`config.mk`:
```
export PLATFORM = sky130hd
export DESIGN_NAME = encoder_pi_motor_pwm_unit
export DESIGN_NICKNAME = d
export VERILOG_FILES = /design/src/hw/rtl/epm_pkg.sv /design/src/hw/rtl/epm_cfg.sv /design/src/hw/rtl/epm_mul.sv /design/src/hw/rtl/encoder_pi_motor_pwm_unit.sv
export SDC_FILE = /design/constraint.sdc
export NUM_CORES = 2
export LEC_CHECK = 0
export BUFFER_PORTS_ARGS = -buffer_cell sky130_fd_sc_hd__buf_2
export CAP_MARGIN = 15
export CELL_PAD_IN_SITES_DETAIL_PLACEMENT = 0
export CELL_PAD_IN_SITES_GLOBAL_PLACEMENT = 1
export CORE_UTILIZATION = 45
export CTS_BUF_LIST = sky130_fd_sc_hd__clkbuf_4
export DETAILED_ROUTE_END_ITERATION = 10
export PLACE_DENSITY_LB_ADDON = 0.12
export SLEW_MARGIN = 20
export SYNTH_ARGS = -nofsm -noshare
export SYNTH_HDL_FRONTEND = slang
export SYNTH_SLANG_ARGS = --single-unit
```
`constraint.sdc`:
```
create_clock -name clk -period 15.5 [get_ports clk]
set_input_delay 0 -clock clk [delete_from_list [all_inputs] [get_ports clk]]
set_output_delay 0 -clock clk [all_outputs]
set_load 0.03 [all_outputs]
```
`src/hw/rtl/epm_pkg.sv`:
```
// Shared types, constants and saturation helpers for the encoder PI motor PWM unit.
`timescale 1ns / 1ps

package epm_pkg;

  // Channel widths
  localparam int CFG_IDX_W  = 3;
  localparam int CFG_DATA_W = 32;
  localparam int IN_W       = 48;   // encoder_count(16) + set_point(32)
  localparam int OUT_W      = 80;   // 15 + 15 + 16 + 32 = 78, padded to bytes

  // Datapath widths
  localparam int MUL_W  = 33;
  localparam int PROD_W = 2 * MUL_W;
  localparam int ACC_W  = 64;
  localparam int ESUM_W = 48;

  // Register indexes
  localparam logic [CFG_IDX_W-1:0] REG_MODE          = 3'd0;
  localparam logic [CFG_IDX_W-1:0] REG_PROP_GAIN     = 3'd1;
  localparam logic [CFG_IDX_W-1:0] REG_INTEGRAL_GAIN = 3'd2;
  localparam logic [CFG_IDX_W-1:0] REG_DRIVE_SCALE   = 3'd3;
  localparam logic [CFG_IDX_W-1:0] REG_TICK_PERIOD   = 3'd4;
  localparam logic [CFG_IDX_W-1:0] REG_TIMER_TOP     = 3'd5;
  localparam logic [CFG_IDX_W-1:0] REG_DIRECTION     = 3'd6;

  // Direction sign codes
  localparam logic [1:0] DIR_ZERO = 2'b00;
  localparam logic [1:0] DIR_POS  = 2'b01;
  localparam logic [1:0] DIR_NEG2 = 2'b10;
  localparam logic [1:0] DIR_NEG1 = 2'b11;

  // Mode codes
  localparam logic MODE_OPEN   = 1'b0;
  localparam logic MODE_CLOSED = 1'b1;

  // Reset values
  localparam logic signed [31:0] DRIVE_SCALE_RST = 32'sd65536;
  localparam logic [15:0]        TICK_PERIOD_RST = 16'd65;
  localparam logic [15:0]        TIMER_TOP_RST   = 16'd1000;

  localparam logic [14:0] MAG_MAX = 15'h7FFF;

  typedef struct packed {
    logic                mode;
    logic signed [31:0]  prop_gain;
    logic signed [31:0]  integral_gain;
    logic signed [31:0]  drive_scale;
    logic [15:0]         tick_period;
    logic [15:0]         timer_top;
    logic signed [1:0]   direction;
  } cfg_t;

  localparam logic signed [48:0] S32_MAX = {{18{1'b0}}, {31{1'b1}}};
  localparam logic signed [48:0] S32_MIN = {{18{1'b1}}, {31{1'b0}}};
  localparam logic signed [48:0] S48_MAX = {2'b00, {47{1'b1}}};
  localparam logic signed [48:0] S48_MIN = {2'b11, {47{1'b0}}};

  function automatic logic signed [31:0] sat32(input logic signed [48:0] x);
    logic signed [31:0] r;
    if (x > S32_MAX) r = S32_MAX[31:0];
    else if (x < S32_MIN) r = S32_MIN[31:0];
    else r = x[31:0];
    return r;
  endfunction

  function automatic logic signed [47:0] sat48(input logic signed [48:0] x);
    logic signed [47:0] r;
    if (x > S48_MAX) r = S48_MAX[47:0];
    else if (x < S48_MIN) r = S48_MIN[47:0];
    else r = x[47:0];
    return r;
  endfunction

endpackage

```
`src/hw/rtl/epm_cfg.sv`:
```
// Configuration register file for the encoder PI motor PWM unit.
`timescale 1ns / 1ps

module epm_cfg (
  input  logic                             clk,
  input  logic                             rst,
  input  logic                             cfg_valid,
  output logic                             cfg_ready,
  input  logic [epm_pkg::CFG_IDX_W-1:0]    cfg_index,
  input  logic [epm_pkg::CFG_DATA_W-1:0]   cfg_data,
  output epm_pkg::cfg_t                    cfg
);

  assign cfg_ready = 1'b1;

  always_ff @(posedge clk) begin
    if (rst) begin
      cfg.mode          <= epm_pkg::MODE_OPEN;
      cfg.prop_gain     <= '0;
      cfg.integral_gain <= '0;
      cfg.drive_scale   <= epm_pkg::DRIVE_SCALE_RST;
      cfg.tick_period   <= epm_pkg::TICK_PERIOD_RST;
      cfg.timer_top     <= epm_pkg::TIMER_TOP_RST;
      cfg.direction     <= epm_pkg::DIR_POS;
    end else if (cfg_valid && cfg_ready) begin
      unique case (cfg_index)
        epm_pkg::REG_MODE:          cfg.mode          <= cfg_data[0];
        epm_pkg::REG_PROP_GAIN:     cfg.prop_gain     <= cfg_data;
        epm_pkg::REG_INTEGRAL_GAIN: cfg.integral_gain <= cfg_data;
        epm_pkg::REG_DRIVE_SCALE:   cfg.drive_scale   <= cfg_data;
        epm_pkg::REG_TICK_PERIOD:   cfg.tick_period   <= cfg_data[15:0];
        epm_pkg::REG_TIMER_TOP:     cfg.timer_top     <= cfg_data[15:0];
        epm_pkg::REG_DIRECTION:     cfg.direction     <= cfg_data[1:0];
        default: ;  // unknown index: ignored
      endcase
    end
  end

endmodule

```
`src/hw/rtl/epm_mul.sv`:
```
// Shared signed 33x33 multiplier with registered product.
`timescale 1ns / 1ps

module epm_mul (
  input  logic                                 clk,
  input  logic signed [epm_pkg::MUL_W-1:0]     a,
  input  logic signed [epm_pkg::MUL_W-1:0]     b,
  output logic signed [epm_pkg::PROD_W-1:0]    prod
);

  always_ff @(posedge clk) begin
    prod <= a * b;
  end

endmodule

```
`src/hw/rtl/encoder_pi_motor_pwm_unit.sv`:
```
// Top level: encoder speed, PI velocity law and H-bridge PWM compare values.
//
//  channel | dir | handshake            | payload
//  --------+-----+----------------------+-------------------------------------------
//  s_*     | in  | s_tvalid / s_tready  | s_tdata: encoder_count, set_point
//  m_*     | out | m_tvalid / m_tready  | m_tdata: compare_a, compare_b,
//          |     |                      |          measured_speed, drive_level
//  cfg_*   | in  | cfg_valid / cfg_ready| cfg_index, cfg_data (always ready)
//
// Each tick passes through the one shared 33x33 multiplier before its result
// is valid: seven products in closed mode, three in open mode. s_tready is
// high only while the sequencer is idle, so the next tick is not taken before
// the current one has been handed to the output register.
// A finished result sits in the output register; the next tick can be taken
// while it waits, and only the final step stalls until the register is free.
// Reset (rst, synchronous): registers to their defaults, stored count, error
// integrator and drive cleared, no result pending.
`timescale 1ns / 1ps

module encoder_pi_motor_pwm_unit (
  input  logic                              clk,
  input  logic                              rst,
  // input ticks
  input  logic                              s_tvalid,
  output logic                              s_tready,
  input  logic [epm_pkg::IN_W-1:0]          s_tdata,   // [15:0] encoder_count, [47:16] set_point
  // results
  output logic                              m_tvalid,
  input  logic                              m_tready,
  output logic [epm_pkg::OUT_W-1:0]         m_tdata,   // [14:0] compare_a, [29:15] compare_b,
                                                       // [45:30] measured_speed,
                                                       // [77:46] drive_level, [79:78] zero
  // configuration writes
  input  logic                              cfg_valid,
  output logic                              cfg_ready,
  input  logic [epm_pkg::CFG_IDX_W-1:0]     cfg_index,
  input  logic [epm_pkg::CFG_DATA_W-1:0]    cfg_data
);

  // Sequencer states, one-hot
  typedef enum logic [14:0] {
    ST_IDLE  = 15'b000000000000001,
    ST_SPEED = 15'b000000000000010,  // speed, error, open-mode drive
    ST_SUM   = 15'b000000000000100,  // integrator update
    ST_ILO   = 15'b000000000001000,  // esum low word * tick_period
    ST_IHI   = 15'b000000000010000,  // esum high word * tick_period
    ST_IACC  = 15'b000000000100000,  // combine; issue prop_gain * err
    ST_ITIME = 15'b000000001000000,  // itime saturate; latch P term
    ST_IMUL  = 15'b000000010000000,  // issue integral_gain * itime
    ST_DRIVE = 15'b000000100000000,  // drive = sat32(P + I)
    ST_SCALE = 15'b000001000000000,  // issue drive * drive_scale
    ST_SREG  = 15'b000010000000000,  // latch scaled drive
    ST_SLO   = 15'b000100000000000,  // scaled low word * timer_top
    ST_SHI   = 15'b001000000000000,  // scaled high word * timer_top
    ST_SACC  = 15'b010000000000000,  // combine timer count
    ST_FIN   = 15'b100000000000000   // magnitude, channel select, output
  } state_t;

  state_t state, state_next;

  epm_pkg::cfg_t cfg;

  epm_cfg u_cfg (
    .clk       (clk),
    .rst       (rst),
    .cfg_valid (cfg_valid),
    .cfg_ready (cfg_ready),
    .cfg_index (cfg_index),
    .cfg_data  (cfg_data),
    .cfg       (cfg)
  );

  logic signed [epm_pkg::MUL_W-1:0]  mul_a, mul_b;
  logic signed [epm_pkg::PROD_W-1:0] prod;

  epm_mul u_mul (
    .clk  (clk),
    .a    (mul_a),
    .b    (mul_b),
    .prod (prod)
  );

  // Tick payload
  logic [15:0]         raw_count;
  logic signed [31:0]  set_point;

  // Architectural state
  logic [15:0]                        prev_count;
  logic signed [epm_pkg::ESUM_W-1:0]  esum;
  logic signed [31:0]                 drive_value;

  // Working registers
  logic [15:0]                        speed;
  logic signed [31:0]                 err;
  logic signed [31:0]                 itime;
  logic signed [epm_pkg::ACC_W-1:0]   acc;

  // Speed and error
  logic [15:0]         now_count;
  logic [15:0]         delta;
  logic signed [33:0]  err_wide;

  always_comb begin
    unique case (cfg.direction)
      epm_pkg::DIR_POS:  now_count = raw_count;
      epm_pkg::DIR_NEG1: now_count = 16'(16'd0 - raw_count);
      epm_pkg::DIR_NEG2: now_count = 16'(16'd0 - {raw_count[14:0], 1'b0});
      epm_pkg::DIR_ZERO: now_count = '0;
      default:           now_count = '0;
    endcase
  end

  assign delta    = now_count - prev_count;
  assign err_wide = {{2{set_point[31]}}, set_point} - {{2{delta[15]}}, delta, 16'd0};

  // Final count: truncate toward zero, saturate magnitude
  logic        c_neg;
  logic [63:0] c_abs;
  logic [14:0] mag;
  logic        to_b;

  assign c_neg = acc[63];
  assign c_abs = c_neg ? (~acc + 64'd1) : acc;
  assign mag   = (|c_abs[63:31]) ? epm_pkg::MAG_MAX : c_abs[30:16];
  assign to_b  = c_neg ^ cfg.direction[1];

  // Multiplier operand select
  always_comb begin
    unique case (state)
      ST_ILO: begin
        mul_a = {1'b0, esum[31:0]};
        mul_b = {17'd0, cfg.tick_period};
      end
      ST_IHI: begin
        mul_a = {{17{esum[47]}}, esum[47:32]};
        mul_b = {17'd0, cfg.tick_period};
      end
      ST_IACC: begin
        mul_a = {cfg.prop_gain[31], cfg.prop_gain};
        mul_b = {err[31], err};
      end
      ST_IMUL: begin
        mul_a = {cfg.integral_gain[31], cfg.integral_gain};
        mul_b = {itime[31], itime};
      end
      ST_SCALE: begin
        mul_a = {drive_value[31], drive_value};
        mul_b = {cfg.drive_scale[31], cfg.drive_scale};
      end
      ST_SLO: begin
        mul_a = {1'b0, acc[31:0]};
        mul_b = {17'd0, cfg.timer_top};
      end
      ST_SHI: begin
        mul_a = {{17{acc[47]}}, acc[47:32]};
        mul_b = {17'd0, cfg.timer_top};
      end
      default: begin
        mul_a = '0;
        mul_b = '0;
      end
    endcase
  end

  assign s_tready = (state == ST_IDLE);

  // Next state
  always_comb begin
    state_next = state;
    unique case (state)
      ST_IDLE:  if (s_tvalid) state_next = ST_SPEED;
      ST_SPEED: state_next = (cfg.mode == epm_pkg::MODE_CLOSED) ? ST_SUM : ST_SCALE;
      ST_SUM:   state_next = ST_ILO;
      ST_ILO:   state_next = ST_IHI;
      ST_IHI:   state_next = ST_IACC;
      ST_IACC:  state_next = ST_ITIME;
      ST_ITIME: state_next = ST_IMUL;
      ST_IMUL:  state_next = ST_DRIVE;
      ST_DRIVE: state_next = ST_SCALE;
      ST_SCALE: state_next = ST_SREG;
      ST_SREG:  state_next = ST_SLO;
      ST_SLO:   state_next = ST_SHI;
      ST_SHI:   state_next = ST_SACC;
      ST_SACC:  state_next = ST_FIN;
      ST_FIN:   if (!m_tvalid || m_tready) state_next = ST_IDLE;
      default:  state_next = ST_IDLE;
    endcase
  end

  // Control state
  always_ff @(posedge clk) begin
    if (rst) begin
      state       <= ST_IDLE;
      m_tvalid    <= 1'b0;
      prev_count  <= '0;
      esum        <= '0;
      drive_value <= '0;
    end else begin
      state <= state_next;
      if (state == ST_FIN && (!m_tvalid || m_tready)) m_tvalid <= 1'b1;
      else if (m_tready) m_tvalid <= 1'b0;
      if (state == ST_SPEED) begin
        prev_count <= now_count;
        if (cfg.mode == epm_pkg::MODE_OPEN) drive_value <= set_point;
      end
      if (state == ST_SUM)
        esum <= epm_pkg::sat48({esum[47], esum} + {{17{err[31]}}, err});
      if (state == ST_DRIVE)
        drive_value <= epm_pkg::sat32({acc[47], acc[47:0]} + {prod[63], prod[63:16]});
    end
  end

  // Datapath registers
  always_ff @(posedge clk) begin
    if (state == ST_IDLE && s_tvalid) begin
      raw_count <= s_tdata[15:0];
      set_point <= s_tdata[47:16];
    end
    if (state == ST_SPEED) begin
      speed <= delta;
      err   <= epm_pkg::sat32({{15{err_wide[33]}}, err_wide});
    end
    unique case (state) inside
      ST_IHI, ST_SHI:    acc <= prod[63:0];
      ST_IACC, ST_SACC:  acc <= acc + {prod[31:0], 32'd0};
      ST_ITIME, ST_SREG: acc <= {{14{prod[65]}}, prod[65:16]};
      default: ;
    endcase
    if (state == ST_ITIME) itime <= epm_pkg::sat32({acc[63], acc[63:16]});
    if (state == ST_FIN && (!m_tvalid || m_tready)) begin
      m_tdata <= {2'b00, drive_value, speed,
                  (to_b ? mag : 15'd0), (to_b ? 15'd0 : mag)};
    end
  end

endmodule
```
## Word level (Yosys, flattened, before mapping)

Index checks and enable logic that the tools add are counted.

| word-level totals | value |
|---|---|
| register bits after elaboration | 579 |
| output and inout port bits | 83 |
| word-level logic and storage cells | 113 |

| operators by class | value |
|---|---|
| add/subtract/negate cells | 8 |
| $mul | 1 |
| $lt $le $gt $ge | 8 |
| eq/ne operators | 27 |
| mux-type cells | 21 |
| bitwise operators | 2 |
| reduce and logical (&&, ||, !) cells | 24 |

Operator list:

| cell | number |
|---|---|
| $pmux W33 S7 | 1 |
| $pmux W15 S15 | 1 |
| $mux W32 | 7 |
| $pmux W64 S3 | 1 |
| $pmux W33 S5 | 1 |
| $mux W48 | 2 |
| $mul A33 B33 Y66 | 1 |
| $add A64 B1 Y64 const B | 1 |
| $add A64 B64 Y64 | 1 |
| $mux W64 | 1 |
| $not A64 Y64 | 1 |
| $pmux W16 S4 | 1 |
| $add A48 B32 Y49 | 1 |
| $add A48 B48 Y49 | 1 |
| $gt A49 B32 Y1 const B | 1 |
| $gt A49 B48 Y1 const B | 1 |
| $lt A49 B32 Y1 const B | 1 |
| $lt A49 B48 Y1 const B | 1 |
| $gt A48 B32 Y1 const B | 1 |
| $lt A48 B32 Y1 const B | 1 |
| $mux W15 | 3 |
| $gt A33 B32 Y1 const B | 1 |
| $lt A33 B32 Y1 const B | 1 |
| $reduce_or A33 Y1 | 1 |
| other kinds (36) | 58 |

## Logic depth before layout (Yosys ltp)

| depth | value |
|---|---|
| depth in word-level cells | 6 |
| depth in mapped cells | 41 |
| gate-level depth less buffers | 38 |

## Modules after synthesis

Synthesis repeated with hierarchy kept, for this count alone.

| second synthesis, totals | value |
|---|---|
| cell total of the unflattened synthesis | 7,810 |
| area total of the unflattened synthesis | 72,575.9 um2 |

By module, submodules not included:

| module | times used | cells each | area each (um2) | sequential area each (um2) |
|---|---|---|---|---|
| epm_mul | 1 | 4,317 | 40,361.2 | 1,321.3 |
| encoder_pi_motor_pwm_unit | 1 | 3,012 | 26,915.8 | 10,349.9 |
| epm_cfg | 1 | 481 | 5,298.8 | 2,622.5 |

## Least setup slack after synthesis

OpenSTA, ideal clock, no wires.

| timing | value |
|---|---|
| path kind | register to register |
| start point | register state[2] |
| end point | register u_mul.prod[65] (netlist name) |
| arrival time | 10,589 ps |
| required time | 15,379 ps |
| path slack | 4,790 ps |
| stages on the path, launching flop included | 40 |
| path buffers | 3 |
| cell sequence | dfxtp_1 -> nor2_1 -> nand2_1 -> nor4b_1 -> nand2_1 -> or3_1 -> nor3b_1 -> inv_1 -> nand2_1 -> clkbuf_1 -> a22oi_1 -> nand2_1 -> clkbuf_1 -> nand2_1 -> fa_1 -> fa_1 -> inv_1 -> fa_1 -> (+4 left out) -> fa_1 -> fa_1 -> inv_1 -> fa_1 -> inv_1 -> ha_1 -> clkbuf_1 -> nand3_1 -> nor2_1 -> and4_1 -> nand2_1 -> a2bb2oi_1 -> a211o_1 -> a21oi_1 -> o41ai_1 -> o311ai_0 -> a21oi_1 -> xnor2_1 |

| on the way | value |
|---|---|
| cells in the longest elaborated chain, start to end | 4 |
| elaborated cells between the ends (all ways) | 12 |
| classes of those cells | mul: 1; eq/ne: 7; mux: 2; reduce/logical: 2 |

Ends and longest elaborated chain:

| what | RTL line | RTL |
|---|---|---|
| from (decl) | encoder_pi_motor_pwm_unit.sv:59 | `state_t state, state_next;` |
| from (signal assigned) | encoder_pi_motor_pwm_unit.sv:199 | `state <= state_next;` |
| $eq A15 B13 Y1 (tied with other cells) | encoder_pi_motor_pwm_unit.sv:129 | `unique case (state)` |
| $reduce_or A2 Y1 (no source line) | - |  |
| $pmux W33 S5 | encoder_pi_motor_pwm_unit.sv:129 |  |
| $mul A33 B33 Y66 * | epm_mul.sv:12 | `prod <= a * b;` |
| to (signal assigned) | epm_mul.sv:12 |  |
| to (decl) | epm_mul.sv:8 | `output logic signed [epm_pkg::PROD_W-1:0] prod` |

Mark *: on every way between the ends. The rest lies on a longest branch, timed or not.
A chain may end at the register's enable or synchronous reset.

## Worst setup path after layout

Ends and elaborated chain as after synthesis.

==> summary.txt <==
Run status
  – Status: finished clean

Clocking
  – Setup bufs post-CTS: 0
  – Worst-path clk slew: 0.07 ns
  – Clock Latency Late Sink: 1.10 ns
  – CTS buffer count: 150
  – # H-tree levels: 4
  – Hold buffer count at cts: 196
  – Clk sinks: 579
  – Post-cts gate resize count: 0
  – Clock Path Buffers: 3
  – CTS tree: done
  – CTS root buffer: clkbuf_4

Layout
  – Area grow syn2layout: 10.11%
  – Filler cells: 15.10k
  – Core Util, Final: 50.07%
  – Layout cells sized above 1: 7.964%
  – Final Net Count: 9909

Power
  – Pleak: 36.00 nW
  – Power density over the cells: 45.13 nW/um^2
  – VDD IR max: 0.06158 mV

Detailed routing
  – Vias: 60.13k
  – Final WL: 267500 um
  – Met1 WL: 110600 um
  – DR iter-0 viols: 5636
  – WL met3: 25050 um
  – DR WL met2: 119900 um
  – Highest metal used: met5
  – Vias/cell: 5.738
  – Drt wl/cell: 25.53 um
  – Drt pass-1 iters: 8
  – DR DRC count: 0
  – Antenna viol nets, final: 0

Die
  – Initial Utilization: 45.47%
  – I/O Pins: 171
  – Die height: 399.8 um
  – Die area: 159800 um^2
  – Core Region: 156600 um^2
  – FP Rows: 145
  – Chip width: 399.8 um

Critical path
  – R2R Path Start: state[2]
  – CP max-delay cell: fa_1
  – Crit. End Element: flop
  – Worst Setup SP: state[2]
  – Max incr delay on CP: 0.94 ns
  – Startpoint class of the critical path: flop
  – Top cell by count, worst path: fa_1
  – Critical path peak fanout: 19
  – FF-to-FF path depth: 37
  – Worst Path Arrival: 13.84 ns
  – Reg2reg setup slack: 2.59 ns
  – WS Path Type: reg2reg
  – Reg-to-reg endpoint: u_mul.prod[65]
  – Worst Path Required: 16.42 ns

GRT
  – Largest net degree at the start of global routing: 92
  – Total GRT Usage: 33.89%
  – GRT Residual Overflow: 0
  – Initial antenna violation count: 18
  – Global-route wire length before repair: 395100 um
  – Vias in the first global route: 59.85k

Yosys
  – Post-Synth XOR/XNOR Area: 2.620%
  – Most used DFF post-synth: dfxtp_1
  – Synth warn: 0
  – Number of unique standard cell types used by synthesis: 87
  – Largest cells by area after synthesis: fa_1 (32%), edfxtp_1 (11%), dfxtp_1 (8.7%)
  – Post-synth top area share: 32.36%
  – Main combinational cell family by area after synthesis: adder cells
  – Most frequent cell after synthesis: inv_1
  – Mapped cell area: 71200 um^2
  – Post-synthesis async set-or-reset flop share: 0%
  – #FFs+latches synth: 579
  – EDFF count, synth: 270
  – Complex-gate fraction of the synthesized area: 11.96%
  – Synth Area in Simple Gates: 15.83%
  – Post-Synth Adder-Cell Area: 39.60%
  – Cells after Synth: 8060
  – Mux cell area share after synthesis: 0.3356%
  – Top cells by count, synth: inv_1 (1364), fa_1 (1151), nand2_1 (1025)
  – Mapped Avg Cell Area: 8.834 um^2
  – Synth area leader: fa_1
  – Sequential area share after synthesis: 20.08%

Timing
  – Peak Freq: 77.43 MHz
  – Final Setup Violations: 0
  – Relative slew slack: 20.51%
  – Clock Skew: 0.09813 ns
  – Final slew viol count: 0
  – Min cycle time layout: 12.91 ns
  – Final setup TNS: 0 ns
  – Final period util: 83.32%
  – Slew at the pin closest to its max-slew limit: 1.180 ns
  – RSZ-0062 raised after global routing: false
  – Final hold violation count: 0

Worst hold path
  – WHS Path Cells: 3
  – Hold wc startpoint: s_tdata[36]
  – Hold WC Path Type: in2reg
  – WHS Endpoint: set_point[20]

Placed design
  – PortBufs: 167
  – Final RePlAce weighted congestion: 0.9769
  – HPWL Detailed: 206900 um

Flow run
  – Max cap viols: 0
critical path, delay by kind of cell (launching register included):
kind / cells / cell delay (ns)
AO/OA/AOI/OAI: 7 / 1.75
adder cells (fa/ha/maj): 9 / 5.09
flip-flops: 1 / 0.36
AND/OR/NAND/NOR: 13 / 4.03
XOR/XNOR: 1 / 0.13
buffers and inverters: 7 / 1.35
registers in the layout, summed over array words and instances (netlist names):
register	cells
acc	64
drive_value	32
err	32
esum	48
itime	32
m_tdata	78
m_tvalid	1
prev_count	16
raw_count	16
set_point	32
speed	16
state	15
u_cfg.cfg	131
u_mul.prod	66
cells in the final DEF, fill, tap and decap left out, drive strengths merged, types with 41 or more instances in the layout:
cell,instances
a211oi,68
a21o,114
a21oi,371
a222oi,41
a22oi,90
a31oi,41
and3,84
buf,330
clkbuf,226
dfxtp,309
dlygate4sd3,194
edfxtp,270
fa,1151
ha,375
inv,1368
maj3,46
nand2,1025
nand2b,54
nand3,98
nand4,48
nor2,915
nor3,97
o211ai,45
o21a,41
o21ai,220
or3,45
xnor2,131
xor2,82
per-layer routing:
metal  track usage (%)  vias up
met4             13.49        4
li1                  -    26490
met3             7.216      485
met1             46.61    30510
met5                 0        -
met2             52.05     2638
metrics by stage:
stage | cells | worst slack (ns) | hold WS (ns) | power (mW) | instance area [um^2]
5_1_grt | 10480 | 1.851 | 0.09207 | 3.694 | 78390
3_5_place_dp | 10010 | 2.550 | 0.1781 | 2.079 | 74370
3_3_place_gp | 10010 | 2.903 | 0.1760 | 2.076 | 74360
6_report | 10480 | 2.585 | 0.1873 | 3.538 | 78400
4_1_cts | 10470 | 2.465 | 0.05872 | 3.559 | 78370
2_1_floorplan | 8061 | 4.790 | 0.09887 | 1.956 | 71200
kinds of logic after synthesis:
logic type	count (synthesis)
XOR/XNOR	213
other	2
flip-flops	579
buffers and inverters	1808
AND/OR/NAND/NOR	2578
AO/OA/AOI/OAI	1285
multiplexers	23
adder cells (fa/ha/maj)	1572
worst max-delay path by stage:
stage,to,slack [ns],cells after the start
after floorplan,u_mul.prod[65],4.79,39
after global placement,u_mul.prod[65],2.90,37
after detailed placement,u_mul.prod[65],2.55,37
after CTS,u_mul.prod[65],2.47,37
after global routing,u_mul.prod[65],1.85,37
final,u_mul.prod[65],2.59,37
final cells by class:
type	count	area [um^2]	share of cell area, %
antenna	8	20.02	0.02554
clock buffer	226	1697	2.164
clock inverter	44	322.8	0.4118
inverter	1366	5127	6.540
multi-input combinational	5674	50320	64.18
sequential	579	14300	18.23
tap	2058	2575	3.284
timing repair buffer	524	4045	5.160
power by group:
part	switching (mW)	leakage (nW)	internal [mW]	total [mW]
clock network	0.707	1.19	0.738	1.45
logic	0.249	29.9	0.168	0.417
registers	0.0304	4.86	1.65	1.68
Power figures use the tool's default switching activity.
